--- config.mk ---
export PLATFORM = sky130hd
export DESIGN_NAME = pfa_queue
export DESIGN_NICKNAME = d
export VERILOG_FILES = /design/src/hw/rtl/pfa_pkg.sv /design/src/hw/rtl/pfa_queue.sv
export SDC_FILE = /design/constraint.sdc
export NUM_CORES = 1
export LEC_CHECK = 0
export ABC_AREA = 1
export BUFFER_PORTS_ARGS = -buffer_cell sky130_fd_sc_hd__buf_2
export CAP_MARGIN = 20
export CORE_MARGIN = 2
export CORE_UTILIZATION = 39
export DETAILED_ROUTE_END_ITERATION = 7
export GPL_ROUTABILITY_DRIVEN = 0
export SETUP_SLACK_MARGIN = 0.15
export SYNTH_ARGS = -nofsm -noshare
export SYNTH_HDL_FRONTEND = slang
export SYNTH_SLANG_ARGS = --single-unit
--- constraint.sdc ---
create_clock -name clk -period 3.7 [get_ports clk]
set_clock_uncertainty 0.15 [all_clocks]
set_input_delay 0.185 -clock clk [delete_from_list [all_inputs] [get_ports clk]]
set_output_delay 0.185 -clock clk [all_outputs]
set_load 0.01 [all_outputs]
--- src/hw/rtl/pfa_pkg.sv ---
package pfa_pkg;

  localparam int OP_W       = 2;
  localparam int SAMPLE_W   = 16;
  localparam int WORD_W     = 32;
  localparam int NUM_W      = 7;
  localparam int TOTAL_W    = 48;
  localparam int ADDR_W     = 12;

  localparam int QUEUE_DEPTH = 4;
  localparam int QPTR_W      = 2;
  localparam int QCNT_W      = 3;

  localparam logic [OP_W-1:0] OP_ACC   = 2'd0;
  localparam logic [OP_W-1:0] OP_READ  = 2'd1;
  localparam logic [OP_W-1:0] OP_CLEAR = 2'd2;

  localparam logic [TOTAL_W-1:0] TOTAL_MAX = {1'b0, {(TOTAL_W-1){1'b1}}};
  localparam logic [TOTAL_W-1:0] TOTAL_MIN = {1'b1, {(TOTAL_W-1){1'b0}}};

  typedef struct packed {
    logic [OP_W-1:0]            kind;
    logic                       hit;
    logic [ADDR_W-1:0]          addr;
    logic signed [SAMPLE_W-1:0] sample;
    logic [NUM_W-1:0]           num;
  } cmd_t;

endpackage

--- src/hw/rtl/pfa_queue.sv ---
module pfa_queue
  import pfa_pkg::*;
(
  input  logic              clk,
  input  logic              rst_n,
  input  logic              push,
  input  cmd_t              push_cmd,
  input  logic              pop,
  output logic              q_valid,
  output cmd_t              q_head,
  output logic [QCNT_W-1:0] q_cnt
);

  cmd_t              slot_r [QUEUE_DEPTH];
  logic [QPTR_W-1:0] wr_ptr_r;
  logic [QPTR_W-1:0] rd_ptr_r;
  logic [QCNT_W-1:0] cnt_r;

  assign q_valid = (cnt_r != '0);
  assign q_head  = slot_r[rd_ptr_r];
  assign q_cnt   = cnt_r;

  always_ff @(posedge clk) begin
    if (!rst_n) begin
      wr_ptr_r <= '0;
      rd_ptr_r <= '0;
      cnt_r    <= '0;
    end else begin
      if (push) begin
        wr_ptr_r <= wr_ptr_r + QPTR_W'(1);
      end
      if (pop) begin
        rd_ptr_r <= rd_ptr_r + QPTR_W'(1);
      end
      if (push && !pop) begin
        cnt_r <= cnt_r + QCNT_W'(1);
      end else if (pop && !push) begin
        cnt_r <= cnt_r - QCNT_W'(1);
      end
    end
  end

  always_ff @(posedge clk) begin
    if (push) begin
      slot_r[wr_ptr_r] <= push_cmd;
    end
  end

endmodule

==> key figures <==
Route
  • Final antenna-violating net count: 0
  • Highest metal used: met4
  • Drt initial violations: 321
  • Met2 wire length: 5940 um
  • Via Count: 3,750
  • Routed len/inst: 16.6 um
  • DRC: 0
  • Vias per cell: 5.01
  • Final wirelength: 12,400 um
  • Routed met3 length: 448 um
  • Length of routed wiring on met1: 5850 um
  • TritonRoute pass-1 iters: 4

Clocking
  • Worst-Skew Late Latency: 0.42 ns
  • Clk buf depth: 2
  • H-tree levels: 4
  • # clock sinks: 161
  • CTS tree: done
  • CTS Buf Count: 17
  • CTS Root Cell: clkbuf_16
  • Clock slew at reported path FFs: 0.06 ns

Placed design
  • I/O Buffers: 83
  • Detailed Place HPWL: 6740 um
  • Worst slack at placement: 1.47 ns

STA
  • Final setup violation count: 0
  • WHS: 0.307 ns
  • Period utilisation layout: 71.5%
  • Tmin final: 2.65 ns
  • Fmax: 0.378 GHz
  • Setup TNS: 0 ns
  • RSZ-0062 raised after global routing: false
  • Setup ws final: 1.05 ns
  • Final Hold Viols: 0
  • Slew Limit Headroom: 34.1%
  • Worst-margin pin slew: 0.988 ns
  • Slew Limit Fails: 0

Setup path
  • Slowest CP cell: inv_2
  • CP cell instances: inv_2 -> buf_4 -> o21ai_0 -> o22ai_1 -> buf_2
  • Crit path largest cell delay: 0.55 ns
  • Crit end category: output pin
  • WP data required: 3.37 ns
  • CP Class: flop to output pin
  • Critical path arrival: 2.31 ns
  • Top delay family on crit path: buffers and inverters
  • Crit path buf inv count: 3
  • Crit path max fanout: 47
  • Type of origin of the critical path: flop

Yosys
  • Unique masters post-synth: 19
  • Post-Syn Instances: 426
  • Syn Nets: 474
  • Warnings, synthesis: 0
  • Post-synth top flop: edfxtp_1
  • Syn avg cell area: 14.3 sq um
  • Async SR Flop Fraction: 0%
  • #FFs+latches synth: 161
  • Post-synth EDFFs: 152
  • Post-synthesis sequential area ratio: 78.0%
  • Cell Area, Synth: 6080 sq um

Floorplanning
  • Die extent in x: 129 um
  • Die Area: 16,600 sq um
  • Io pins: 84
  • Die Y: 129 um
  • Initial core utilization: 40.0%
  • # rows: 45
  • Core area: 15,200 sq um

Layout
  • Area growth syn-to-layout: 25.3%
  • Layout cells sized above 1: 21.4%
  • Most frequent cells in the layout: 152 x edfxtp_1, 83 x buf_2, 82 x nor2_1
  • Commonest non-fill, non-tap cell in the layout: edfxtp_1
  • Diode count: 0
  • Final nets: 595

GRT
  • First-pass GRT wire length: 19,200 um
  • Tot GR Track Use: 15.6%
  • Initial antenna violation count: 0
  • Largest net degree at the start of global routing: 77
  • Grt total ovfl: 0
  • Vias in the first global route: 3,624

Job
  • Max-capacitance violation count: 0

Power
  • Tot Pwr: 4.33 mW
  • Lkg Pwr: 2.75 nW
  • PwrDens: 568 nW/um^2
  • Worst vdd ir: 0.319 mV

Outcome
  • Status: completed

Hold path
  • Hold WC Path Type: flop to flop
## stage by stage
stage          util, %  std cells  cell area (sq um)
2_1_floorplan        -        426               6080
3_3_place_gp      43.3        675               6580
3_5_place_dp      43.3        675               6580
4_1_cts           50.1        748               7620
5_1_grt           50.1        748               7620
6_report          50.1        748               7620
## cell families (layout without fill, tap and decap cells)
kind of cell	Yosys count	in the layout	synth area share (%)
DFF	161	161	78.0
AOI/OAI and AO/OA	124	124	11.0
and+or+nand+nor	94	94	5.87
buffers and inverters	41	175	3.75
adders and majority gates	6	6	1.36
## report_power, final
part / total, mW / switching, mW / internal, mW
clock network: 1.83 / 0.649 / 1.18
logic: 0.387 / 0.243 / 0.145
registers: 2.11 / 0.0291 / 2.08
## path summary, 6_finish.rpt
path               start           end  slack (ns)  depth (start not counted)
max                 flop    q_head[20]        1.05                          5
min          rd_ptr_r[1]          flop        0.31                          1
max reg2reg  wr_ptr_r[0]  slot_r[0][7]        1.76                          4
min reg2reg  rd_ptr_r[1]          flop        0.31                          1
## registers in the layout (all words and copies together) (netlist names), named ones only
name / flops
q_cnt: 3
slot_r: 152
rd_ptr_r: 2
wr_ptr_r: 2
## cells in the mapped netlist, types with 2 or more instances
cell type / number / share of area (%)
a21oi_1: 4 / 0.33
buf_2: 4 / 0.33
buf_4: 5 / 0.62
buf_6: 6 / 1.1
clkbuf_1: 5 / 0.31
clkbuf_2: 4 / 0.33
dfxtp_1: 9 / 3.0
edfxtp_1: 152 / 75
ha_1: 5 / 1.0
inv_1: 15 / 0.93
inv_2: 2 / 0.12
nand2_1: 10 / 0.62
nor2_1: 82 / 5.1
o21ai_0: 74 / 6.1
o21ai_1: 8 / 0.66
o22ai_1: 38 / 3.9
## what timing repair did
action	in CTS	in global routing
setup buffers	0	0
gates resized for setup	0	0
hold buffers	41	0
endpoints found under the hold margin	161	0
## area by class of cell
cell class	instances	area, sq um
tap	188	235
clock buffer	19	433
multi-input combinational	224	1110
inverter	17	63.8
sequential	161	4750
clock inverter	13	191
fill	1334	7580
timing repair buffer	126	841
## metal layers
metal	track usage (%)	up-vias
met4	5.95	0
met3	3.99	15
met1	21.5	1831
met5	0	-
met2	24.1	84
li1	-	1820
Note: power is estimated with default switching activity, not from simulation.
