**config.mk**
```make
export PLATFORM = sky130hd
export DESIGN_NAME = pfa_front
export DESIGN_NICKNAME = d
export VERILOG_FILES = /design/src/hw/rtl/pfa_pkg.sv /design/src/hw/rtl/pfa_front.sv
export SDC_FILE = /design/constraint.sdc
export NUM_CORES = 2
export LEC_CHECK = 0
export ABC_CLOCK_PERIOD_IN_PS = 6600
export BUFFER_PORTS_ARGS = -buffer_cell sky130_fd_sc_hd__buf_2
export CORE_ASPECT_RATIO = 1.25
export CORE_MARGIN = 5
export CORE_UTILIZATION = 59
export DETAILED_ROUTE_END_ITERATION = 12
export GPL_ROUTABILITY_DRIVEN = 0
export GPL_TIMING_DRIVEN = 0
export PLACE_DENSITY = 0.8
export SYNTH_ARGS = -nofsm -noshare
export SYNTH_HDL_FRONTEND = slang
export SYNTH_SLANG_ARGS = --single-unit
export TNS_END_PERCENT = 1
```
**constraint.sdc**
```tcl
create_clock -name clk -period 6.6 [get_ports clk]
set_clock_uncertainty 0.1 [all_clocks]
set_input_delay 0.33 -clock clk [delete_from_list [all_inputs] [get_ports clk]]
set_output_delay 0.33 -clock clk [all_outputs]
set_load 0.02 [all_outputs]
```
**src/hw/rtl/pfa_pkg.sv**
```systemverilog
package pfa_pkg;

  localparam int OP_W       = 2;
  localparam int SAMPLE_W   = 16;
  localparam int WORD_W     = 32;
  localparam int NUM_W      = 7;
  localparam int TOTAL_W    = 48;
  localparam int ADDR_W     = 12;

  localparam int QUEUE_DEPTH = 4;
  localparam int QPTR_W      = 2;
  localparam int QCNT_W      = 3;

  localparam logic [OP_W-1:0] OP_ACC   = 2'd0;
  localparam logic [OP_W-1:0] OP_READ  = 2'd1;
  localparam logic [OP_W-1:0] OP_CLEAR = 2'd2;

  localparam logic [TOTAL_W-1:0] TOTAL_MAX = {1'b0, {(TOTAL_W-1){1'b1}}};
  localparam logic [TOTAL_W-1:0] TOTAL_MIN = {1'b1, {(TOTAL_W-1){1'b0}}};

  typedef struct packed {
    logic [OP_W-1:0]            kind;
    logic                       hit;
    logic [ADDR_W-1:0]          addr;
    logic signed [SAMPLE_W-1:0] sample;
    logic [NUM_W-1:0]           num;
  } cmd_t;

endpackage

```
**src/hw/rtl/pfa_front.sv**
```systemverilog
module pfa_front
  import pfa_pkg::*;
#(
  parameter int NUM_BINS = 128
) (
  input  logic                       clk,
  input  logic                       rst_n,
  input  logic                       in_valid,
  output logic                       in_ready,
  input  logic [OP_W-1:0]            in_op,
  input  logic signed [SAMPLE_W-1:0] in_sample,
  input  logic [WORD_W-1:0]          in_ref_phase,
  input  logic [WORD_W-1:0]          in_time_offset,
  input  logic [WORD_W-1:0]          in_spin_freq,
  input  logic [NUM_W-1:0]           in_read_bin,
  input  logic                       hold,
  input  logic [QCNT_W-1:0]          q_cnt,
  output logic                       push,
  output cmd_t                       push_cmd
);

  localparam int AW = (NUM_BINS > 1) ? $clog2(NUM_BINS) : 1;
  localparam int XW = ((AW > NUM_W) ? AW : NUM_W) + 1;
  localparam int SW = WORD_W + AW + 1;

  logic                       v1_r;
  logic                       v2_r;
  logic [OP_W-1:0]            op1_r;
  logic signed [SAMPLE_W-1:0] samp1_r;
  logic [WORD_W-1:0]          phase1_r;
  logic [NUM_W-1:0]           rb1_r;
  logic [2*WORD_W-1:0]        prod1_r;
  logic [OP_W-1:0]            kind2_r;
  logic signed [SAMPLE_W-1:0] samp2_r;
  logic [NUM_W-1:0]           rb2_r;
  logic [WORD_W-1:0]          frac2_r;
  logic [OP_W-1:0]            kind_nxt;
  logic [SW-1:0]              scaled;
  logic [AW:0]                bin_raw;
  logic [AW-1:0]              bin_sel;
  logic                       rb_hit;
  logic [QCNT_W:0]            inflight;
  logic                       accept;

  assign inflight = (QCNT_W+1)'(q_cnt) + (QCNT_W+1)'(v1_r) + (QCNT_W+1)'(v2_r);
  assign in_ready = !hold && (inflight < (QCNT_W+1)'(QUEUE_DEPTH));
  assign accept   = in_valid && in_ready;

  always_comb begin
    unique case (op1_r)
      OP_ACC:   kind_nxt = OP_ACC;
      OP_CLEAR: kind_nxt = OP_CLEAR;
      default:  kind_nxt = OP_READ;
    endcase
  end

  always_ff @(posedge clk) begin
    if (!rst_n) begin
      v1_r <= 1'b0;
      v2_r <= 1'b0;
    end else begin
      v1_r <= accept;
      v2_r <= v1_r;
    end
  end

  always_ff @(posedge clk) begin
    if (accept) begin
      op1_r    <= in_op;
      samp1_r  <= in_sample;
      phase1_r <= in_ref_phase;
      rb1_r    <= in_read_bin;
      prod1_r  <= {{WORD_W{1'b0}}, in_time_offset} * {{WORD_W{1'b0}}, in_spin_freq};
    end
    if (v1_r) begin
      kind2_r <= kind_nxt;
      samp2_r <= samp1_r;
      rb2_r   <= rb1_r;
      frac2_r <= prod1_r[WORD_W+13:14] + phase1_r;
    end
  end

  assign scaled  = SW'(frac2_r) * SW'(NUM_BINS) + (SW'(1) << (WORD_W - 1));
  assign bin_raw = scaled[SW-1:WORD_W];
  assign bin_sel = (bin_raw == (AW+1)'(NUM_BINS)) ? '0 : bin_raw[AW-1:0];
  assign rb_hit  = XW'(rb2_r) < XW'(NUM_BINS);

  always_comb begin
    push            = v2_r;
    push_cmd.kind   = kind2_r;
    push_cmd.sample = samp2_r;
    if (kind2_r == OP_ACC) begin
      push_cmd.hit  = 1'b1;
      push_cmd.addr = ADDR_W'(bin_sel);
      push_cmd.num  = NUM_W'(bin_sel);
    end else begin
      push_cmd.hit  = rb_hit;
      push_cmd.addr = ADDR_W'(rb2_r);
      push_cmd.num  = rb2_r;
    end
  end

endmodule

```
==> results.json <==
{
  "io-pin-count": 168,
  "dp_hpwl_um": 79800,
  "cts_buffers": 17,
  "track_usage": 0.351,
  "critPathMaxFanout": 10,
  "start_util": 0.592,
  "syn_area_mm2": 0.0311,
  "hold_path_class": "primary input to flop",
  "rsz0062_at_grt": "true",
  "n_fill_cell": 3777,
  "die_w_um": 215,
  "post-route-period-util": 1.07,
  "grt_pass1_vias": 26100,
  "num_vias": 23800,
  "startpoint_type": "primary input",
  "drive_above_1_share": 0.143,
  "layout_commonest_cell": "fa_1",
  "initialDrtViolationCount": 2251,
  "rows": 94,
  "die_h_um": 267,
  "postSynthCellCount": 3129,
  "grt_max_degree": 58,
  "worstSetupPathType": "primary input to flop",
  "wire_per_inst_um": 24.3,
  "grt_pass1_wl_um": 150000,
  "firstDrtPassIters": 6,
  "clk_pin_slew_ns": 0.07,
  "drc": 0,
  "hold_viol": 0,
  "worst_pin_slew_ns": 0.926,
  "synth-seq-area-share": 0.119,
  "setup_viol": 19,
  "finalMaxSlewViolations": 0,
  "hold_slack_ns": 0.0517,
  "ys_warn_count": 0,
  "clock_latency_ns": 0.43,
  "fin_setup_tns_ns": -4.42,
  "worst_slack_ns": -0.437,
  "synth_edf_count": 122,
  "clock.fmax_mhz": 142,
  "dieArea_mm2": 0.0574,
  "synthArstFlopShare": 0,
  "clock_path_buffers": 2,
  "regArea_mm2": 0.00370,
  "crit_path_end_kind": "flop",
  "cts.sinks": 124,
  "syn_to_final_growth_pct": 15.5,
  "finish.utilization": 0.684,
  "synth-seq-cells": 124,
  "avgSynthCellArea_um2": 9.93,
  "min_period_ns": 7.04,
  "h-tree-depth": 4,
  "wirelength_um": 99600,
  "final_antenna_net_count": 0,
  "antenna_found_initial": 7,
  "pre_cts_slack_ns": -1.66,
  "mostFrequentLayoutCells": "fa_1 (723), inv_1 (711), and2_1 (511)",
  "maxCapViolCount": 0,
  "multi_input_area_mm2": 0.0244,
  "viasPerCell": 5.79,
  "cp.arrival_ns": 7.12,
  "grt.overflow.total": 0,
  "status": "complete, but fails checks",
  "failed_checks": "negative setup slack",
  "ys.flop_type": "edfxtp_1",
  "nNetsFinal": 4485,
  "cts_tree": "yes",
  "cts-root-buf": "clkbuf_16",
  "coreArea_mm2": 0.0525,
  "worstPathRequired_ns": 6.68,
  "synth_cell_type_count": 55,
  "max-slew-margin-rel": 0.382,
  "port_buffers": 157
}
## layout make-up
cell class                 count  share of cell area
timing repair buffer         267              0.0539
buffer                       169              0.0482
multi-input combinational   2120               0.680
tap                          672              0.0234
inverter                     716              0.0749
antenna                        6            0.000419
clock inverter                15             0.00415
clock buffer                  17              0.0119
sequential                   124               0.103
## routing by layer
| metal | global-route usage | part of all wire | vias up |
|---|---|---|---|
| met5 | 0 | 0.000090 | - |
| met4 | 0.269 | 0.10 | 2 |
| met3 | 0.0803 | 0.12 | 577 |
| met2 | 0.561 | 0.46 | 1734 |
| met1 | 0.416 | 0.32 | 11800 |
| li1 | - | - | 9666 |
## cell usage after synthesis (7+ instances only)
cell	instances	area, um^2
fa_1	745	14900
nand3_1	13	65.1
nand2_1	380	1430
nor2_1	29	109
o21a_1	8	60.1
nand4_1	8	50.1
buf_4	13	97.6
and2_1	523	3270
ha_1	197	2460
edfxtp_1	122	3660
a21oi_1	29	145
a21o_1	19	143
clkbuf_1	160	601
o21ai_0	15	75.1
inv_1	716	2690
xnor2_1	49	429
xor2_1	26	228
nor3_1	7	35.0
## flip-flops by register name, summed over array words and instances (netlist names)
name,cells
frac2_r,8
kind2_r,2
op1_r,2
phase1_r,32
prod1_r,32
push,1
rb1_r,7
rb2_r,7
samp1_r,16
samp2_r,16
v1_r,1
## worst max-delay path, stage by stage
cell and delay (ns):
buf_2 0.28, clkbuf_8 0.25, nand2_1 0.09, fa_1 0.53, fa_1 0.58, fa_1 0.47
fa_1 0.53, inv_1 0.05, fa_1 0.46, fa_1 0.51, fa_1 0.51, fa_1 0.52
ha_4 0.19, or3_4 0.38, o221ai_4 0.22, nor3_2 0.07, a32oi_1 0.16, nand2_1 0.09
a31o_4 0.27, a21o_4 0.25, a21bo_1 0.19, xor2_2 0.16
## repair_timing
action | in CTS | in global routing
buffers inserted | 36 | 15
pin swaps | 46 | 51
hold buffers | 57 | 0
endpoints found under the hold margin | 57 | 0
resized for setup | 332 | 172
setup endpoints to repair | 29 | 27
## metrics by stage
step	instances	instance area [um^2]
floorplan	3133	31200
finish	4106	35900
global placement	3962	32800
CTS	4085	35400
detailed placement	3964	32900
global route	4102	35900
## cells by family after synthesis
group / count (synthesis) / synth area share
adder cells (fa/ha/maj): 942 / 0.559
flip-flops: 124 / 0.119
AND/OR/NAND/NOR: 981 / 0.164
buffers and inverters: 889 / 0.109
multiplexers: 1 / 0.000362
other: 2 / 0.000242
XOR/XNOR: 75 / 0.0211
AO/OA/AOI/OAI: 115 / 0.0265
## path summary, 6_finish.rpt
check | from | end | slack [ns] | cells after the start
setup reg to reg | phase1_r[20] | frac2_r[31] | 3.21 | 9
hold / removal | rst_n | push | 0.05 | 2
setup / recovery | in_spin_freq[8] | prod1_r[41] | -0.44 | 22
hold reg to reg | samp1_r[1] | samp2_r[1] | 0.31 | 0
Power is not shown: default switching activity piles up to over one toggle a cycle in this logic, so the estimate is an artifact.
